**src/hdl/kts_pkg.sv**
```systemverilog
// ----------------------------------------------------------------------------
// kts_pkg
// shared types and constants of the keyframe track sampler
// ----------------------------------------------------------------------------
package kts_pkg;
	localparam int MaxKeys = 64;
	localparam int IdxW = $clog2(MaxKeys);
	localparam int CntW = 7;

	localparam logic CMD_LOAD = 1'b0;
	localparam logic CMD_SAMPLE = 1'b1;

	localparam logic [0:0] REG_KEY_COUNT = 1'd0;
	localparam logic [0:0] REG_STEP_MODE = 1'd1;

	typedef struct packed {
		logic               cmd;
		logic [5:0]         key_index;
		logic signed [31:0] key_time;
		logic signed [31:0] key_value;
		logic signed [31:0] sample_time;
	} req_t;

	typedef struct packed {
		logic signed [31:0] sample_value;
		logic               sample_ok;
	} res_t;

	// queued work from the front part
	typedef struct packed {
		logic               is_load;
		logic [IdxW-1:0]    idx;
		logic signed [31:0] tval;
		logic signed [31:0] vval;
	} job_t;
endpackage

```
**src/hdl/kts_front.sv**
```systemverilog
// ----------------------------------------------------------------------------
// kts_front
// accepts requests, classifies them and queues work for the back part
// ----------------------------------------------------------------------------
module kts_front (
	input  logic          clk,
	input  logic          arst_n,
	input  logic          start,
	input  kts_pkg::req_t req,
	output logic          busy,
	output logic          job_valid,
	output kts_pkg::job_t job,
	input  logic          job_pop
);
	import kts_pkg::*;

	// two-entry queue
	job_t       q_q [2];
	logic       rd_q, wr_q;
	logic [1:0] cnt_q;
	logic       push;
	job_t       nj;

	assign busy = (cnt_q == 2'd2);
	assign push = start && !busy;
	assign job_valid = (cnt_q != 2'd0);
	assign job = q_q[rd_q];

	always_comb begin
		nj.is_load = (req.cmd == CMD_LOAD);
		nj.idx = req.key_index[IdxW-1:0];
		nj.tval = (req.cmd == CMD_LOAD) ? req.key_time : req.sample_time;
		nj.vval = req.key_value;
	end

	always_ff @(posedge clk) begin
		if (push) begin
			q_q[wr_q] <= nj;
		end
	end

	always_ff @(posedge clk or negedge arst_n) begin
		if (!arst_n) begin
			rd_q <= 1'b0;
			wr_q <= 1'b0;
			cnt_q <= 2'd0;
		end else begin
			if (push) wr_q <= ~wr_q;
			if (job_pop) rd_q <= ~rd_q;
			cnt_q <= cnt_q + {1'b0, push} - {1'b0, job_pop};
		end
	end
endmodule

```
**config.mk**
```make
export PLATFORM = sky130hd
export DESIGN_NAME = kts_front
export DESIGN_NICKNAME = d
export VERILOG_FILES = /design/src/hdl/kts_pkg.sv /design/src/hdl/kts_front.sv
export SDC_FILE = /design/constraint.sdc
export NUM_CORES = 1
export LEC_CHECK = 0
export BUFFER_PORTS_ARGS = -buffer_cell sky130_fd_sc_hd__clkbuf_2
export CELL_PAD_IN_SITES_DETAIL_PLACEMENT = 0
export CELL_PAD_IN_SITES_GLOBAL_PLACEMENT = 1
export CORE_AREA = 5 5 116 162
export CTS_CLUSTER_DIAMETER = 30
export DETAILED_ROUTE_END_ITERATION = 10
export DIE_AREA = 0 0 121 167
export PLACE_DENSITY = 0.68
export RECOVER_POWER = 100
export REMOVE_ABC_BUFFERS = 1
export SYNTH_ARGS = -nofsm -noshare
export SYNTH_HDL_FRONTEND = slang
export SYNTH_SLANG_ARGS = --single-unit
```
**constraint.sdc**
```tcl
create_clock -name clk -period 4.6 [get_ports clk]
set_input_delay 0.69 -clock clk [delete_from_list [all_inputs] [get_ports clk]]
set_output_delay 0.69 -clock clk [all_outputs]
set_load 0.01 [all_outputs]
```
* Word level (Yosys, flattened, before mapping) *
Memory sizes are Yosys's and may differ from the RTL's.
Cells that the tools add are included.

storage, ports and cells
  register bits after elaboration = 4
  latch bits = 0
  RAM bits = 142
  bits in read-only memories = 0
  input bits = 107
  logic and storage cells = 16
  memories = 1

cells by class
  $add $sub $neg = 2
  multipliers = 0
  div/mod/pow operators = 0
  $lt $le $gt $ge = 0
  equal/unequal tests = 1
  shift operators = 0
  mux-type cells = 3
  bitwise gates (word level) = 3
  reduce and logical (&&, ||, !) cells = 3

memories
  name  words  bits a word  rd ports  clocked after memory_dff  write ports  line             RTL
  q_q   2      71           1         0                         1            kts_front.sv:18  job_t q_q [2];

operator list
  cell                count
  $mux 32             1
  $not 1->1           3
  $add 2x1->2         1
  $eq 2x2->1 const B  1
  $mux 1              2
  $reduce_bool 2->1   1
  $sub 2x1->2         1
  $logic_and 1x1->1   1
  $logic_not 1->1     1

* Logic depth before layout (Yosys ltp) *
Gate-level depths: netlist (run 1).

  depth after elaboration = 5
  depth in mapped cells = 7
  mapped depth without buffers = 7

* Worst setup path before layout (run 1) *
Ideal clock, no wire load.

  kind = input-to-reg
  start = in start
  end = mem q_q[0][0] (netlist name) (enable)
  arrival time = 3.748 ns
  setup slack = 0.351 ns
  stages on the path = 2
  path through = nand2_1 nor2_1

between the ends
  word-level cells in the longest chain between the ends = 3

ends and longest elaborated chain
  element                       line             RTL
  from (decl)                   kts_front.sv:8   input logic start,
  $logic_and 1x1->1             kts_front.sv:25  assign push = start && !busy;
  $mux 1                        kts_front.sv:37  if (push) begin
  $mux 1 (implied by the code)  kts_front.sv:38  q_q[wr_q] <= nj;
  to (decl)                     kts_front.sv:18

Every way passes these cells.

* Worst setup path in the final report (run 1) *
  start = reg cnt_q[1]
  end = mem q_q[0][26] (netlist name) (enable)

between the ends
  word-level cells in the longest chain between the ends = 5

ends and longest elaborated chain
  element                       line             RTL
  from (decl)                   kts_front.sv:20  logic [1:0] cnt_q;
  from (signal assigned)        kts_front.sv:50  cnt_q <= cnt_q + {1'b0, push} - {1'b0, job_pop};
  $eq 2x2->1                    kts_front.sv:24  assign busy = (cnt_q == 2'd2);
  $logic_not 1->1               kts_front.sv:25
  $logic_and 1x1->1             kts_front.sv:25
  $mux 1                        kts_front.sv:37
  $mux 1 (implied by the code)  kts_front.sv:38

Every way passes these cells.

==> impl_metrics.yaml, run 1 <==
logic_synthesis:
  syn_area_per_cell_um2: 22.1
  ys_ff_latch: 146
  syn_area_mm2: 0.00608
  async_flop_share_pct: 2.74
  synthFlopType: "edfxtp_1"
  ys_seq_area_share_pct: 71.7
  synthCells: 275
  ys_types: 15
  yosys_warnings: 0
  synth_edf_count: 142
placement:
  gp_congestion: 0.680
  io_buffers: 179
  dp_hpwl_um: 7980
clock_network:
  clk_path_buf_depth: 2
  numCtsBuffers: 17
  cts_tree: "done"
  post_cts_buffers: 0
  root_buffer: "clkbuf_16"
  cts_sinks: 146
  cts-htree-levels: 4
  ctsHoldBuffers: 0
  clkSlewWorstSetupHoldPaths_ps: 60
  insertion_delay_ps: 410
  cts-resized-gates: 0
cells_and_area:
  final_common_cell: "clkbuf_2"
  diodes: 0
  fillers: 1598
  layout_common_cells: "clkbuf_2, edfxtp_1, mux2_1"
  fin_util_pct: 43.0
  area_growth_pct: 21.4
  final_nets: 574
  drive_gt1_share_pct: 38.7
global_routing:
  grt-ovfl-total: 0
  groute.usage.overall_pct: 11.7
  grt_max_degree: 72
  antenna_found_initial: 0
  grt_pass1_wl_um: 18100
  grt_pass1_vias: 3413
die:
  die_area_mm2: 0.0202
  rows: 57
  start_util_pct: 35.4
  die_w_um: 121
  ios: 180
  coreArea_mm2: 0.0172
  die_h_um: 167
timing:
  tightest_slew_ps: 2820
  timing.final.crit_share_pct: 70.9
  setup_violations: 0
  hold_viol_final: 0
  finalSetupTns_ps: 0
  clock_skew_ps: 8.13
  rsz0062_at_grt: "false"
  maxSlewViolCount: 153
  max_freq_mhz: 306
  slew-limit-headroom_pct: -87.8
  whs_ps: 116
  min_period_ps: 3260
run_status:
  status: "complete, but fails checks"
  violations: "max-capacitance violations, max-slew violations"
drt:
  drt_iter0_drc: 100
  route.detailed.drc: 0
  dr.pass1.iters: 4
  vias_per_cell: 4.29
  wl_per_cell_um: 16.5
  routed-via-count: 3053
  ant_nets: 0
  drt-total-wl_um: 11800
critical_path:
  worstPathArrival_ps: 3220
  crit_required_ps: 4560
  endpoint_kind: "register"
  start_kind: "register"
  worst-path-max-fanout: 46
  criticalPathCategory: "register to register"
min_path:
  hold_class: "input port to asynchronous set/reset pin"
power:
  powerDensity_mw_per_mm2: 607
  leakage_nw: 2.77
  ir_drop_uv: 311
job:
  maxCapViolations: 3
-- flip-flops by register name, summed over array words and instances, names as in the netlist --
| signal | flops |
|---|---|
| wr_q | 1 |
| q_q | 142 |
| rd_q | 1 |
| cnt_q | 2 |
-- metal layers --
metal,wire length [um],GRT usage [%],share of wire [%],up-vias
li1,-,-,-,1455
met1,4800,13.1,41,1491
met2,6260,21.0,53,98
met3,563,2.78,4.8,9
met4,150,5.18,1.3,0
met5,0,0,0,-
-- area by class of cell --
cell class	instances	area [um^2]	area share (%)
sequential	146	4370	59.1
multi-input combinational	114	1250	17.0
timing repair buffer	183	867	11.7
clock buffer	18	429	5.81
tap	236	295	4.00
clock inverter	12	161	2.18
inverter	3	11.3	0.152
-- metrics by stage --
stage | std cells | instance area (um^2) | power, mW | setup WS (ps)
after global routing | 712 | 7390 | 4.73 | 982
after floorplan | 263 | 5890 | 3.04 | 351
after detailed placement | 682 | 7130 | 3.51 | 1880
after global placement | 682 | 7130 | 3.47 | 1910
final | 712 | 7390 | 4.48 | 1340
after CTS | 712 | 7720 | 4.90 | 1430
-- critical path, cell delays in order, from the launching register on --
cell and delay, ps:
dfrtp_1 400, nand2b_1 120, nand2_1 110, nor2_1 150
clkbuf_1 2010
-- path summary, 6_finish.rpt --
check	start	end	slack [ps]	depth (start not counted)
worst max register to register	cnt_q[1]$_DFF_PN0_	q_q[0][26]$_DFFE_PP_	1340	4
max in group asynchronous	arst_n	rd_q$_DFFE_PN0P_	4270	1
worst max-delay path	cnt_q[1]$_DFF_PN0_	q_q[0][26]$_DFFE_PP_	1340	4
worst min register to register	wr_q$_DFFE_PN0P_	wr_q$_DFFE_PN0P_	500	1
min in group clk	req[100]	q_q[1][68]$_DFFE_PP_	480	1
worst min-delay path	arst_n	cnt_q[0]$_DFF_PN0_	120	1
-- where the power goes --
group | leakage, nW | internal (mW) | switching (mW)
logic | 1.13 | 0.477 | 0.624
registers | 1.36 | 1.85 | 0.165
clock network | 0.278 | 0.851 | 0.517
total | 2.77 | 3.17 | 1.31
-- logic make-up after synthesis --
kind of cell,count (synthesis),share of synthesized area [%]
mux,103,23.4
fa+ha+maj,2,0.411
flops,146,71.7
xor+xnor,4,0.576
simple gates,5,0.432
buf+inv,15,3.41
-- synthesized netlist by cell type (2+ instances only) --
cell	number	area, um^2
xnor2_1	3	26.3
dfrtp_1	4	100
edfxtp_1	142	4260
mux2_2	32	360
buf_6	5	56.3
ha_1	2	25.0
buf_12	7	140
inv_1	3	11.3
mux2_4	71	1070
Power figures use the tool's default switching activity.
==> run 2: changes to the inputs <==
--- a/config.mk
+++ b/config.mk
@@ -5,14 +5,15 @@
 export SDC_FILE = /design/constraint.sdc
 export NUM_CORES = 1
 export LEC_CHECK = 0
+export ABC_AREA = 1
 export BUFFER_PORTS_ARGS = -buffer_cell sky130_fd_sc_hd__clkbuf_2
 export CELL_PAD_IN_SITES_DETAIL_PLACEMENT = 0
 export CELL_PAD_IN_SITES_GLOBAL_PLACEMENT = 1
-export CORE_AREA = 5 5 116 162
+export CORE_AREA = 5 5 118 164
 export CTS_CLUSTER_DIAMETER = 30
 export DETAILED_ROUTE_END_ITERATION = 10
-export DIE_AREA = 0 0 121 167
-export PLACE_DENSITY = 0.68
+export DIE_AREA = 0 0 123 169
+export PLACE_DENSITY = 0.72
 export RECOVER_POWER = 100
 export REMOVE_ABC_BUFFERS = 1
 export SYNTH_ARGS = -nofsm -noshare
==> constraint.sdc (replaced) <==
create_clock -name clk -period 3.1 [get_ports clk]
set_input_delay 0.465 -clock clk [delete_from_list [all_inputs] [get_ports clk]]
set_output_delay 0.465 -clock clk [all_outputs]
set_load 0.01 [all_outputs]
==> impl_metrics.yaml, run 2 <==
run_status:
  status: "complete, but fails checks"
  violations: "max-capacitance violations, max-slew violations"
critical_path:
  crit_required_ps: 3090
  criticalPathCategory: "register to register"
  ff2ff_setup_slack_ps: 570
  worstPathArrival_ps: 2520
  cpPeakStageDelay_ps: 1370
  start_kind: "register"
  critPathSlowestCell: "clkbuf_2"
  worst-path-max-fanout: 71
  crit_chain: "nand2_1 > nand3_1 > clkinvlp_2 > clkbuf_2"
  endpoint_kind: "register"
global_routing:
  grt-ovfl-total: 0
  grt_max_degree: 72
  grt_pass1_wl_um: 19500
  antenna_found_initial: 0
  groute.usage.overall_pct: 12.1
  grt_pass1_vias: 4110
timing:
  timing.final.crit_share_pct: 81.7
  slew-limit-headroom_pct: -28.2
  whs_ps: 252
  rsz0062_at_grt: "false"
  setup_violations: 0
  hold_viol_final: 0
  finalSetupTns_ps: 0
  min_period_ps: 2530
  clock_skew_ps: 7.55
  max_freq_mhz: 395
  tightest_slew_ps: 1920
  maxSlewViolCount: 72
drt:
  drt_iter0_drc: 124
  drt-total-wl_um: 12400
  ant_nets: 0
  routed-via-count: 4004
  route.detailed.drc: 0
  wl_per_cell_um: 13.2
  vias_per_cell: 4.27
  dr.pass1.iters: 4
clock_network:
  cts-htree-levels: 4
  insertion_delay_ps: 400
  clk_path_buf_depth: 2
  clkSlewWorstSetupHoldPaths_ps: 60
  numCtsBuffers: 17
  cts_tree: "done"
  post_cts_buffers: 0
  ctsHoldBuffers: 1
  cts-resized-gates: 0
  cts_sinks: 146
  root_buffer: "clkbuf_16"
die:
  die_h_um: 169
  start_util_pct: 35.0
  die_area_mm2: 0.0208
  die_w_um: 123
  ios: 180
  rows: 58
  coreArea_mm2: 0.0178
placement:
  gp_congestion: 0.713
  placed_cell_area_mm2: 0.00728
  dp_hpwl_um: 8710
  io_buffers: 179
  post-place-cells: 904
cells_and_area:
  fillers: 1735
  final_cells: 937
  diodes: 0
  largestRegisters: "q_q x142, cnt_q x2"
  layout_common_cells: "nand2_1, edfxtp_1, clkbuf_1"
  final_common_cell: "nand2_1"
  area_growth_pct: 23.9
  fin_area_mm2: 0.00771
  drive_gt1_share_pct: 27.7
  largest-register: "q_q"
  final_nets: 793
  largest_reg_flops: 142
logic_synthesis:
  yosysMostFrequentCell: "nand2_1"
  yosys_warnings: 0
  ys_seq_area_share_pct: 70.1
  ys_types: 19
  synthFlopType: "edfxtp_1"
  yosys-top-cells-count: "nand2_1, edfxtp_1, inv_1, o21ai_2, nand2_2"
  synth_area_leaders: "edfxtp_1, nand2_1, o21ai_2, inv_1, nand2_2"
  synth_top_area_cell: "edfxtp_1"
  syn_area_per_cell_um2: 12.4
  synth_edf_count: 142
  synth_top_area_share_pct: 68.5
  async_flop_share_pct: 2.74
  synthCells: 503
  syn_area_mm2: 0.00622
  ys_ff_latch: 146
power:
  leakage_nw: 3.21
  ir_drop_uv: 485
  power_mw: 6.96
  powerDensity_mw_per_mm2: 903
job:
  maxCapViolations: 1
min_path:
  hold_class: "input port to register"
## run 2: cell types whose count changed in the layout (fill, tap and decap cells not counted), sizes merged
cell         before  now
and3              1    0
buf               0    4
bufinv            3    1
clkbuf          201  197
clkinvlp          3    2
dlygate4sd3       0    1
inv               4   87
mux2            103    0
nand2             1  177
nand2b            1    0
nand3             0    2
o21ai             0   71
or2               1    0
xnor2             3    0
## run 2: per-layer routing
layer | global-route usage (%) | wire length, um | share of wire [%] | vias up
met3 | 3.58 | 738 | 6.0 | 9
met5 | 0 | 0 | 0 | -
met2 | 21.9 | 6550 | 53 | 115
li1 | - | - | - | 2029
met4 | 3.61 | 124 | 1.0 | 0
met1 | 13.5 | 4960 | 40 | 1851
## run 2: cells by family after synthesis
logic type / count (synthesis) / synth area share [%]
AO/OA/AOI/OAI: 71 / 8.24
XOR/XNOR: 1 / 0.141
adder cells (fa/ha/maj): 2 / 0.402
buffers and inverters: 103 / 8.85
flip-flops: 146 / 70.1
AND/OR/NAND/NOR: 180 / 12.2
## run 2: critical path, delay by kind of cell (launching register included)
kind | cells | cell delay, ps
AND/OR/NAND/NOR | 2 | 230
buffers and inverters | 2 | 1450
flip-flops | 1 | 400
## run 2: power by group
group | internal (mW) | total, mW | switching [mW] | leakage, nW
Sequential | 2.73 | 2.95 | 0.227 | 1.37
Combinational | 0.678 | 2.05 | 1.38 | 1.56
Clock | 1.13 | 1.96 | 0.828 | 0.283
## run 2: path summary, 6_finish.rpt
check	cells after the start	to	from
max	4	q_q[0][29]$_DFFE_PP_	cnt_q[1]$_DFF_PN0_
min	1	q_q[1][11]$_DFFE_PP_	req[43]
max reg2reg	4	q_q[0][29]$_DFFE_PP_	cnt_q[1]$_DFF_PN0_
min reg2reg	2	wr_q$_DFFE_PN0P_	wr_q$_DFFE_PN0P_
max in group asynchronous	2	rd_q$_DFFE_PN0P_	arst_n
min in group asynchronous	2	cnt_q[0]$_DFF_PN0_	arst_n
## run 2: area by class of cell
type	count	area [um^2]	area share (%)
Clock buffer	17	425	5.52
Clock inverter	15	145	1.88
Inverter	80	302	3.91
Multi-Input combinational cell	254	1310	17.0
Sequential cell	146	4370	56.6
Tap cell	240	300	3.89
Timing Repair Buffer	185	865	11.2
## run 2: through the flow
stage / utilization (%) / setup slack [ps]
finish: 43.4 / 567
global route: 43.4 / 353
CTS: 44.2 / 607
detailed placement: 40.9 / 1040
global placement: 40.9 / 1050
floorplan: - / -1510
